## src/rtl/status_led_pattern_generator_unit_macros.svh

```systemverilog
// ----------------------------------------------------------------------------
// status led pattern generator assertion macros
// concurrent check wrappers, removed when NO_ASSERTIONS is set
// ----------------------------------------------------------------------------
`ifndef STATUS_LED_PATTERN_GENERATOR_UNIT_MACROS_SVH
`define STATUS_LED_PATTERN_GENERATOR_UNIT_MACROS_SVH

`ifndef NO_ASSERTIONS

// same-cycle implication
`define SLPG_ASSERT_IMPL(label, clk, rst, ante, cons) \
   label: assert property (@(posedge clk) disable iff (rst) (ante) |-> (cons)) \
      else $error("%m: check failed");

// next-cycle implication
`define SLPG_ASSERT_NEXT(label, clk, rst, ante, cons) \
   label: assert property (@(posedge clk) disable iff (rst) (ante) |=> (cons)) \
      else $error("%m: check failed");

`else

`define SLPG_ASSERT_IMPL(label, clk, rst, ante, cons)

`define SLPG_ASSERT_NEXT(label, clk, rst, ante, cons)

`endif

`endif

```

## src/rtl/slpg_pkg.sv

```systemverilog
// ----------------------------------------------------------------------------
// slpg_pkg
// shared types, constants and the pulse level table of the led pattern unit
// ----------------------------------------------------------------------------
`timescale 1ns / 1ps
`default_nettype none

package slpg_pkg;

   // field widths
   localparam int LEVEL_W    = 8;
   localparam int ADVANCE_W  = 10;
   localparam int MODE_W     = 4;
   localparam int PHASE_W    = 11;
   localparam int FLASH_W    = 10;
   localparam int CSR_IDX_W  = 2;

   // item kinds
   localparam logic KIND_TIME = 1'b0;
   localparam logic KIND_MODE = 1'b1;

   // modes
   localparam logic [MODE_W-1:0] MODE_OFF     = 4'd0;
   localparam logic [MODE_W-1:0] MODE_BLUE    = 4'd1;
   localparam logic [MODE_W-1:0] MODE_YELLOW  = 4'd2;
   localparam logic [MODE_W-1:0] MODE_GREEN   = 4'd3;
   localparam logic [MODE_W-1:0] MODE_PULSE   = 4'd4;
   localparam logic [MODE_W-1:0] MODE_PURPLE  = 4'd5;
   localparam logic [MODE_W-1:0] MODE_FLASH   = 4'd6;
   localparam logic [MODE_W-1:0] MODE_OFFLINE = 4'd7;
   localparam logic [MODE_W-1:0] MODE_WHITE   = 4'd8;
   localparam logic [MODE_W-1:0] MODE_LAST    = MODE_WHITE;

   // register indexes
   localparam logic [CSR_IDX_W-1:0] CSR_PEAK_LEVEL  = 2'd0;
   localparam logic [CSR_IDX_W-1:0] CSR_BLINK_LEVEL = 2'd1;

   localparam logic [LEVEL_W-1:0] PEAK_LEVEL_RESET  = 8'd40;
   localparam logic [LEVEL_W-1:0] BLINK_LEVEL_RESET = 8'd8;

   // fixed colour levels
   localparam logic [LEVEL_W-1:0] TINT_LEVEL  = 8'd28;
   localparam logic [LEVEL_W-1:0] WHITE_LEVEL = 8'd16;
   localparam logic [LEVEL_W-1:0] PULSE_BASE  = 8'd2;
   localparam logic [LEVEL_W-1:0] SHOWN_RESET = 8'd1;

   // timing
   localparam int PULSE_PERIOD  = 2000;
   localparam int FLASH_ON      = 150;
   localparam int FLASH_OFF     = 150;
   localparam int FLASH_REPEATS = 3;
   localparam int FLASH_PERIOD  = FLASH_ON + FLASH_OFF;
   localparam int FLASH_LIMIT   = FLASH_REPEATS * FLASH_PERIOD;
   localparam int BLINK_ON      = 150;

   // pulse table
   localparam int COS_DEPTH = 256;
   localparam int COS_IDX_W = 8;
   localparam int TAB_W     = 9;
   // idx = phase * 256 / 2000 = (phase * 33555) >> 18, exact for phase < 2000
   localparam int IDX_SHIFT = 18;

   localparam longint Q30_ONE = 64'd1073741824;
   localparam longint Q30_PI  = 64'd3373259426;
   localparam longint Q30_TWO_PI = 64'd6746518852;
   localparam longint Q30_HALF_LSB = 64'd4194304;

   typedef struct packed {
      logic                 kind;
      logic [ADVANCE_W-1:0] advance_ms;
      logic [MODE_W-1:0]    new_mode;
   } item_type;

   typedef struct packed {
      logic [MODE_W-1:0]  mode;
      logic [PHASE_W-1:0] phase_ms;
      logic [FLASH_W-1:0] flash_ms;
   } pattern_type;

   typedef struct packed {
      logic [LEVEL_W-1:0] red;
      logic [LEVEL_W-1:0] green;
      logic [LEVEL_W-1:0] blue;
   } colour_type;

   typedef logic [TAB_W-1:0] level_tab_type [COS_DEPTH];

   // cos in q30 for 0 <= x <= pi/2, taylor series to twelve terms
   function automatic longint cos_q30(input longint x);
      longint x2;
      longint t;
      longint acc;
      x2  = (x * x) >>> 30;
      t   = Q30_ONE;
      acc = Q30_ONE;
      t = ((t * x2) >>> 30) / 2;   acc = acc - t;
      t = ((t * x2) >>> 30) / 12;  acc = acc + t;
      t = ((t * x2) >>> 30) / 30;  acc = acc - t;
      t = ((t * x2) >>> 30) / 56;  acc = acc + t;
      t = ((t * x2) >>> 30) / 90;  acc = acc - t;
      t = ((t * x2) >>> 30) / 132; acc = acc + t;
      t = ((t * x2) >>> 30) / 182; acc = acc - t;
      t = ((t * x2) >>> 30) / 240; acc = acc + t;
      t = ((t * x2) >>> 30) / 306; acc = acc - t;
      t = ((t * x2) >>> 30) / 380; acc = acc + t;
      t = ((t * x2) >>> 30) / 462; acc = acc - t;
      t = ((t * x2) >>> 30) / 552; acc = acc + t;
      return acc;
   endfunction

   // raised cosine levels 0..256, evaluated at elaboration
   function automatic level_tab_type build_level_tab();
      level_tab_type tab;
      longint j;
      longint th;
      longint c;
      longint v;
      for (int i = 0; i < COS_DEPTH; i++) begin
         j  = (2 * i > COS_DEPTH) ? longint'(COS_DEPTH - i) : longint'(i);
         th = (j * Q30_TWO_PI) / COS_DEPTH;
         if (2 * th > Q30_PI) begin
            c = -cos_q30(Q30_PI - th);
         end else begin
            c = cos_q30(th);
         end
         v = Q30_ONE - c + Q30_HALF_LSB;
         if (v < 0) begin
            v = 0;
         end
         v = v >>> 23;
         if (v > 256) begin
            v = 256;
         end
         tab[i] = v[TAB_W-1:0];
      end
      return tab;
   endfunction

   localparam level_tab_type LEVEL_TAB = build_level_tab();

endpackage

`default_nettype wire

```

## src/rtl/slpg_counters.sv

```systemverilog
// ----------------------------------------------------------------------------
// slpg_counters
// mode register with the wrapping phase counter and saturating flash counter
// ----------------------------------------------------------------------------
`timescale 1ns / 1ps
`default_nettype none

module slpg_counters (
   input  wire logic                 clock,
   input  wire logic                 reset,
   input  wire logic                 advance,
   input  wire slpg_pkg::item_type   item,
   output slpg_pkg::pattern_type     pattern_next
);
   import slpg_pkg::*;

   pattern_type pattern_ff;
   pattern_type pattern_in;

   logic [PHASE_W:0] phase_sum;
   logic [FLASH_W:0] flash_sum;

   always_comb begin
      pattern_in = pattern_ff;
      phase_sum  = {1'b0, pattern_ff.phase_ms} + {{(PHASE_W-ADVANCE_W+1){1'b0}}, item.advance_ms};
      flash_sum  = {1'b0, pattern_ff.flash_ms} + {1'b0, item.advance_ms};
      if (item.kind == KIND_MODE) begin
         if (item.new_mode <= MODE_LAST && item.new_mode != pattern_ff.mode) begin
            pattern_in.mode     = item.new_mode;
            pattern_in.phase_ms = '0;
            pattern_in.flash_ms = '0;
         end
      end else begin
         if (phase_sum >= (PHASE_W+1)'(PULSE_PERIOD)) begin
            pattern_in.phase_ms = PHASE_W'(phase_sum - (PHASE_W+1)'(PULSE_PERIOD));
         end else begin
            pattern_in.phase_ms = phase_sum[PHASE_W-1:0];
         end
         if (flash_sum > (FLASH_W+1)'(FLASH_LIMIT)) begin
            pattern_in.flash_ms = FLASH_W'(FLASH_LIMIT);
         end else begin
            pattern_in.flash_ms = flash_sum[FLASH_W-1:0];
         end
      end
   end

   assign pattern_next = pattern_in;

   always_ff @(posedge clock) begin
      if (reset) begin
         pattern_ff.mode     <= MODE_OFF;
         pattern_ff.phase_ms <= '0;
         pattern_ff.flash_ms <= '0;
      end else if (advance) begin
         pattern_ff <= pattern_in;
      end
   end

endmodule

`default_nettype wire

```

## src/rtl/slpg_render.sv

```systemverilog
// ----------------------------------------------------------------------------
// slpg_render
// colour of the current mode from the pattern counters and level registers
// ----------------------------------------------------------------------------
`timescale 1ns / 1ps
`default_nettype none

module slpg_render (
   input  wire slpg_pkg::pattern_type         pattern,
   input  wire logic [slpg_pkg::LEVEL_W-1:0]  peak_level,
   input  wire logic [slpg_pkg::LEVEL_W-1:0]  blink_level,
   output slpg_pkg::colour_type               colour
);
   import slpg_pkg::*;

   localparam int PROD_W = PHASE_W + 16;

   logic [PROD_W-1:0]        idx_prod;
   logic [COS_IDX_W-1:0]     idx;
   logic [TAB_W-1:0]         level;
   logic [LEVEL_W-1:0]       base;
   logic [LEVEL_W-1:0]       span;
   logic [TAB_W+LEVEL_W-1:0] scaled;
   logic [LEVEL_W-1:0]       pulse_red;
   logic                     flash_on;

   // phase x 33555 as shifts and adds
   always_comb begin
      idx_prod = (PROD_W'(pattern.phase_ms) << 15) + (PROD_W'(pattern.phase_ms) << 9)
               + (PROD_W'(pattern.phase_ms) << 8) + (PROD_W'(pattern.phase_ms) << 4)
               + (PROD_W'(pattern.phase_ms) << 1) + PROD_W'(pattern.phase_ms);
      idx      = idx_prod[IDX_SHIFT +: COS_IDX_W];
      level    = LEVEL_TAB[idx];
      base     = (peak_level < PULSE_BASE) ? peak_level : PULSE_BASE;
      span     = peak_level - base;
      scaled   = {{LEVEL_W{1'b0}}, level} * {{TAB_W{1'b0}}, span};
      pulse_red = base + scaled[8 +: LEVEL_W];
   end

   always_comb begin
      flash_on = 1'b0;
      for (int r = 0; r < FLASH_REPEATS; r++) begin
         if (pattern.flash_ms >= FLASH_W'(r * FLASH_PERIOD)
             && pattern.flash_ms < FLASH_W'(r * FLASH_PERIOD + FLASH_ON)) begin
            flash_on = 1'b1;
         end
      end
   end

   always_comb begin
      colour = '0;
      case (pattern.mode)
         MODE_BLUE: begin
            colour.blue = peak_level;
         end
         MODE_YELLOW: begin
            colour.red   = peak_level;
            colour.green = TINT_LEVEL;
         end
         MODE_GREEN: begin
            colour.green = peak_level;
         end
         MODE_PULSE: begin
            colour.red = pulse_red;
         end
         MODE_PURPLE: begin
            colour.red  = TINT_LEVEL;
            colour.blue = peak_level;
         end
         MODE_FLASH: begin
            colour.red = flash_on ? peak_level : '0;
         end
         MODE_OFFLINE: begin
            colour.red = (pattern.phase_ms < PHASE_W'(BLINK_ON)) ? blink_level : '0;
         end
         MODE_WHITE: begin
            colour.red   = WHITE_LEVEL;
            colour.green = WHITE_LEVEL;
            colour.blue  = WHITE_LEVEL;
         end
         default: begin
            colour = '0;
         end
      endcase
   end

endmodule

`default_nettype wire

```

## src/rtl/status_led_pattern_generator_unit.sv

```systemverilog
// ----------------------------------------------------------------------------
// status_led_pattern_generator_unit
// status led mode and timing item in, rgb colour item out on change
// ----------------------------------------------------------------------------
//  channel  dir  handshake            payload
//  req      in   req_valid/req_ready  req_kind, req_advance_ms, req_new_mode
//  rsp      out  rsp_valid/rsp_ready  rsp_red, rsp_green, rsp_blue
//  csr      in   csr_valid/csr_ready  csr_index, csr_data
//
//  one item per cycle while no result is held; a colour leaves after its
//  item is taken (input register, then a pass through counters and render)
//  synchronous reset clears mode and counters, loads shown colour and levels
//  with their reset values
//  a held result stalls input and counters only; csr_ready is always high
// ----------------------------------------------------------------------------
`timescale 1ns / 1ps
`default_nettype none
`include "status_led_pattern_generator_unit_macros.svh"

module status_led_pattern_generator_unit (
   input  wire logic                              clock,
   input  wire logic                              reset,
   input  wire logic                              req_valid,
   output logic                                   req_ready,
   input  wire logic                              req_kind,
   input  wire logic [slpg_pkg::ADVANCE_W-1:0]    req_advance_ms,
   input  wire logic [slpg_pkg::MODE_W-1:0]       req_new_mode,
   output logic                                   rsp_valid,
   input  wire logic                              rsp_ready,
   output logic [slpg_pkg::LEVEL_W-1:0]           rsp_red,
   output logic [slpg_pkg::LEVEL_W-1:0]           rsp_green,
   output logic [slpg_pkg::LEVEL_W-1:0]           rsp_blue,
   input  wire logic                              csr_valid,
   output logic                                   csr_ready,
   input  wire logic [slpg_pkg::CSR_IDX_W-1:0]    csr_index,
   input  wire logic [slpg_pkg::LEVEL_W-1:0]      csr_data
);
   import slpg_pkg::*;

   logic               in_valid_ff;
   logic               in_valid_in;
   item_type           in_item_ff;
   logic               rsp_valid_ff;
   logic               rsp_valid_in;
   colour_type         rsp_colour_ff;
   colour_type         shown_ff;
   logic [LEVEL_W-1:0] peak_level_ff;
   logic [LEVEL_W-1:0] peak_level_in;
   logic [LEVEL_W-1:0] blink_level_ff;
   logic [LEVEL_W-1:0] blink_level_in;

   logic               advance;
   logic               accept;
   logic               emit;
   pattern_type        pattern_next;
   colour_type         colour;

   slpg_counters u_counters (
      .clock        (clock),
      .reset        (reset),
      .advance      (advance),
      .item         (in_item_ff),
      .pattern_next (pattern_next)
   );

   slpg_render u_render (
      .pattern     (pattern_next),
      .peak_level  (peak_level_ff),
      .blink_level (blink_level_ff),
      .colour      (colour)
   );

   assign advance   = in_valid_ff && (!rsp_valid_ff || rsp_ready);
   assign req_ready = !in_valid_ff || advance;
   assign accept    = req_valid && req_ready;
   assign emit      = advance && (in_item_ff.kind == KIND_TIME) && (colour != shown_ff);
   assign csr_ready = 1'b1;

   always_comb begin
      in_valid_in = in_valid_ff;
      if (accept) begin
         in_valid_in = 1'b1;
      end else if (advance) begin
         in_valid_in = 1'b0;
      end
      rsp_valid_in = rsp_valid_ff;
      if (emit) begin
         rsp_valid_in = 1'b1;
      end else if (rsp_ready) begin
         rsp_valid_in = 1'b0;
      end
      peak_level_in  = peak_level_ff;
      blink_level_in = blink_level_ff;
      if (csr_valid) begin
         case (csr_index)
            CSR_PEAK_LEVEL: begin
               peak_level_in = csr_data;
            end
            CSR_BLINK_LEVEL: begin
               blink_level_in = csr_data;
            end
            default: begin
               peak_level_in = peak_level_ff;
            end
         endcase
      end
   end

   always_ff @(posedge clock) begin
      if (reset) begin
         in_valid_ff    <= 1'b0;
         rsp_valid_ff   <= 1'b0;
         shown_ff.red   <= SHOWN_RESET;
         shown_ff.green <= SHOWN_RESET;
         shown_ff.blue  <= SHOWN_RESET;
         peak_level_ff  <= PEAK_LEVEL_RESET;
         blink_level_ff <= BLINK_LEVEL_RESET;
      end else begin
         in_valid_ff    <= in_valid_in;
         rsp_valid_ff   <= rsp_valid_in;
         peak_level_ff  <= peak_level_in;
         blink_level_ff <= blink_level_in;
         if (emit) begin
            shown_ff <= colour;
         end
      end
   end

   // payload registers
   always_ff @(posedge clock) begin
      if (accept) begin
         in_item_ff <= {req_kind, req_advance_ms, req_new_mode};
      end
      if (emit) begin
         rsp_colour_ff <= colour;
      end
   end

   assign rsp_valid = rsp_valid_ff;
   assign rsp_red   = rsp_colour_ff.red;
   assign rsp_green = rsp_colour_ff.green;
   assign rsp_blue  = rsp_colour_ff.blue;

   `SLPG_ASSERT_NEXT(a_mode_item_silent, clock, reset,
      advance && (in_item_ff.kind == KIND_MODE), !rsp_valid_ff)
   `SLPG_ASSERT_IMPL(a_rsp_is_shown, clock, reset, rsp_valid_ff, rsp_colour_ff == shown_ff)
   `SLPG_ASSERT_IMPL(a_counter_range, clock, reset, advance,
      (pattern_next.phase_ms < PHASE_W'(PULSE_PERIOD))
      && (pattern_next.flash_ms <= FLASH_W'(FLASH_LIMIT)))

endmodule

`default_nettype wire

```

## config.mk

```make
export PLATFORM = sky130hd
export DESIGN_NAME = status_led_pattern_generator_unit
export DESIGN_NICKNAME = d
export VERILOG_FILES = /design/src/rtl/slpg_pkg.sv /design/src/rtl/slpg_counters.sv /design/src/rtl/slpg_render.sv /design/src/rtl/status_led_pattern_generator_unit.sv
export VERILOG_INCLUDE_DIRS = /design/src /design/src/rtl
export SDC_FILE = /design/constraint.sdc
export NUM_CORES = 1
export LEC_CHECK = 0
export ABC_CLOCK_PERIOD_IN_PS = 47100
export BUFFER_PORTS_ARGS = -buffer_cell sky130_fd_sc_hd__buf_2
export CORE_MARGIN = 4
export CORE_UTILIZATION = 45
export CTS_CLUSTER_SIZE = 24
export DETAILED_ROUTE_END_ITERATION = 6
export PLACE_DENSITY = 0.63
export SKIP_LAST_GASP = 1
export SLEW_MARGIN = 30
export SYNTH_ARGS = -nofsm -noshare
export SYNTH_HDL_FRONTEND = slang
export SYNTH_SLANG_ARGS = --single-unit
```

## constraint.sdc

```tcl
create_clock -name clock -period 47.1 [get_ports clock]
set_clock_uncertainty 0.1 [all_clocks]
set_input_delay 0 -clock clock [delete_from_list [all_inputs] [get_ports clock]]
set_output_delay 0 -clock clock [all_outputs]
set_load 0.02 [all_outputs]
```

==> run_results.csv <==
group,metric,value,unit
cells_and_area,utilization,50.0,%
hold_path,holdPathStages,4,
clocking,cts_resized,0,
power_and_ir_drop,netSwitchingFraction,54.4,%
cells_and_area,nets,1828,
placed_design,gp_congestion,0.932,
cells_and_area,drive_above_1_share,9.69,%
worst_setup_path,arrival,17.23,ns
worst_setup_path,required,47.00,ns
global_route,grt_pass1_vias,11455,
cells_and_area,diodes,0,
placed_design,portBuffers,55,
worst_setup_path,reg2reg_slack,29.77,ns
sta,finalHoldViolCount,0,
logic_synthesis,synth_edf_count,39,
cells_and_area,area_growth,8.24,%
detailed_routing,wl,36800,um
worst_setup_path,r2r_cells,70,
hold_path,worstHoldStart,"csr_index[1]",
hold_path,worstHoldPathType,"primary input to flop",
logic_synthesis,synth-seq-area-share,19.3,%
power_and_ir_drop,p_int,451,uW
clocking,clockBufferDepth,2,
sta,slew_headroom,40.3,%
logic_synthesis,ys_types,116,
clocking,cts_sinks,106,
logic_synthesis,synth_largest_area_cell,"ha_1",
worst_setup_path,cp.depth,70,
clocking,clkTransAtPathRegs,0.08,ns
power_and_ir_drop,power_frac_comb,81.0,%
flow_run,cap_violations,0,
sta,final.setup.tns,0,ns
floorplanning,die_y,178,um
worst_setup_path,reg2reg_from,"in_item_ff[4]",
logic_synthesis,synth_seq_cells,106,
worst_setup_path,r2r-end,"rsp_blue[6]",
global_route,grt_overflow_total,0,
floorplanning,die_x,178,um
clocking,post_cts_buffers,0,
sta,period_minus_slack,17.33,ns
detailed_routing,viasPerCell,6.02,
power_and_ir_drop,pwr-share-clk,8.3,%
power_and_ir_drop,powerDensity,70.2,nW/um^2
placed_design,dpl.hpwl,27900,um
worst_setup_path,cp-end-kind,"flop",
global_route,grt_pass1_wl,60200,um
clocking,cts-root-buf,"clkbuf_16",
logic_synthesis,yosysWarningCount,0,
power_and_ir_drop,p_switching,538,uW
sta,worst_slew_pin_slew,0.892,ns
sta,timing.final.max_slew_violations,0,
global_route,antenna_found_initial,1,
detailed_routing,detail-route-antenna-nets,0,
placed_design,placed_area,13500,um^2
clocking,htree_levels,3,
sta,period_share,36.8,%
hold_path,hold_path_end,"peak_level_ff[6]",
logic_synthesis,ys_top_cells_by_count,"nor2_1, inv_1, ha_1, nand2_1, a21oi_1",
floorplanning,dieArea,31700,um^2
worst_setup_path,start_kind,"flop",
logic_synthesis,synth_top_area_share,12.4,%
power_and_ir_drop,power_leakage,0.00624,uW
logic_synthesis,syn_area_per_cell,8.29,um^2
logic_synthesis,synth_most_common_cell,"nor2_1",
detailed_routing,drc_errors,0,
detailed_routing,wire_per_inst,18.5,um
worst_setup_path,crit_type,"flop to flop",
power_and_ir_drop,ir_worst_vdd,0.0531,mV
cells_and_area,fin_area,14100,um^2
global_route,grt_use_total,23.2,%
cells_and_area,num-fill-cells,2714,
floorplanning,ios,57,
logic_synthesis,ys.flop_type,"dfxtp_1",
clocking,clk_latency,0.36,ns
clocking,cts_tree,"done",
worst_setup_path,slowest_stage,"ha_1",
power_and_ir_drop,p_seq_share,10.7,%
worst_setup_path,critical_path.top_delay_family,"adder cells",
detailed_routing,drt_pass1_iterations,6,
logic_synthesis,synth_cells,1569,
worst_setup_path,cpPeakStageDelay,0.55,ns
sta,setup_violations,0,
detailed_routing,vias,11963,
detailed_routing,drt_iter0_markers,1264,
global_route,grt_max_degree,57,
logic_synthesis,syn-cell-area,13000,um^2
floorplanning,start_util,46.2,%
worst_setup_path,cp_max_fo,25,
logic_synthesis,synthTopCellsByArea,"ha_1, dfxtp_1, fa_1",
logic_synthesis,synth-async-reset-ratio,0,%
status,status,"finished, final reports clean",
sta,fmax,0.0577,GHz
clocking,cts_buffers,9,
sta,rsz0062_at_grt,"false",
floorplanning,core_area,28200,um^2
worst_setup_path,path_buf_inv,9,
floorplanning,row_count,61,
==> logic make-up (layout without fill, tap and decap cells) <==
kind of cell    Yosys count  in the layout  synth area share, %
buf+inv                 212            248                 7.00
mux                      27             27                 2.20
compound gates          456            456                 25.4
simple gates            508            508                 19.1
flops                   106            106                 19.3
fa+ha+maj               194            194                 22.3
xor+xnor                 64             64                 4.54
other cells               2              7               0.0577
==> state kept, by name (all words and copies together) (netlist names) <==
| signal | count |
|---|---|
| peak_level_ff | 8 |
| in_valid_ff | 1 |
| blink_level_ff | 8 |
| rsp_blue | 8 |
| rsp_green | 8 |
| shown_ff | 24 |
| u_counters.pattern_ff | 25 |
| rsp_valid | 1 |
| in_item_ff | 15 |
| rsp_red | 8 |
==> metal layers <==
metal,track usage (%),wire length [um],vias to the layer above
met5,0,12,-
met2,35.9,16600,429
met1,33.6,17100,5750
li1,-,-,5717
met4,6.12,744,2
met3,3.84,2290,65
==> cells in the final DEF (no fill, tap or decap), types with 10 or more instances in the layout <==
master	Yosys	final
nor2_1	175	175
inv_1	132	132
ha_1	129	129
nand2_1	120	120
a21oi_1	103	102
o21ai_0	69	68
dfxtp_1	67	67
fa_1	64	64
buf_2	7	55
a211oi_1	44	44
nor3_1	42	42
edfxtp_1	39	39
xnor2_1	38	38
nand3_1	33	33
and2_1	32	32
a21o_1	30	30
dlygate4sd3_1	2	26
mux2i_1	23	23
xor2_1	22	22
o211ai_1	19	19
o21a_1	14	14
buf_4	5	14
a31oi_1	12	12
a211o_1	12	12
nand2b_1	12	12
o22ai_1	11	11
and3_1	11	11
or3_1	10	10
==> worst reg2reg max path, delay by kind of cell (launching register included) <==
family                   cells  cell delay [ns]
AO/OA/AOI/OAI               20             4.29
XOR/XNOR                     4             0.76
adder cells (fa/ha/maj)     14             5.80
buffers and inverters        9             1.43
flip-flops                   1             0.37
multiplexers                 3             0.69
AND/OR/NAND/NOR             20             3.48
==> area by class of cell <==
cell class              instances  area [um^2]  area share [%]
clock buffers                   9          225            1.60
clock inverters                 7         93.8           0.667
inverters                     137          514            3.65
multi-input cells            1256         9620            68.3
flip-flops and latches        106         2510            17.8
well taps                     378          473            3.36
repair buffers                 95          641            4.55
==> how the worst max path moves through the flow <==
stage                                   start      endpoint  slack [ns]
finish                          in_item_ff[4]   rsp_blue[6]       29.77
CTS                             in_item_ff[4]    rsp_red[3]       29.95
global placement                in_item_ff[4]  shown_ff[10]       30.12
global route        u_counters.pattern_ff[10]   rsp_blue[6]       28.50
floorplan                       in_item_ff[4]   rsp_blue[0]       31.51
detailed placement              in_item_ff[4]   rsp_blue[5]       30.01
==> per-stage QoR <==
stage | worst slack, ns | total power (uW) | hold slack, ns | instances
2_1_floorplan | 31.51 | 719 | -0.00113 | 1574
3_3_place_gp | 30.12 | 893 | 0.0787 | 1946
3_5_place_dp | 30.01 | 892 | 0.0781 | 1946
4_1_cts | 29.95 | 982 | 0.00112 | 1988
5_1_grt | 28.50 | 1090 | 0.0315 | 1988
6_report | 29.77 | 989 | 0.00337 | 1988
==> power groups by stage <==
stage | clock network (uW) | registers, uW | logic [uW]
finish | 82.3 | 106 | 800
global route | 87.2 | 107 | 899
CTS | 83.8 | 106 | 792
detailed placement | 0 | 108 | 783
global placement | 0 | 108 | 785
floorplan | 0 | 108 | 611
==> repair_timing <==
| action | in CTS | in global routing |
|---|---|---|
| hold buffers | 26 | 0 |
| endpoints found under the hold margin | 33 | 0 |
| setup endpoints to repair | 0 | 0 |
Power figures use the tool's default switching activity.
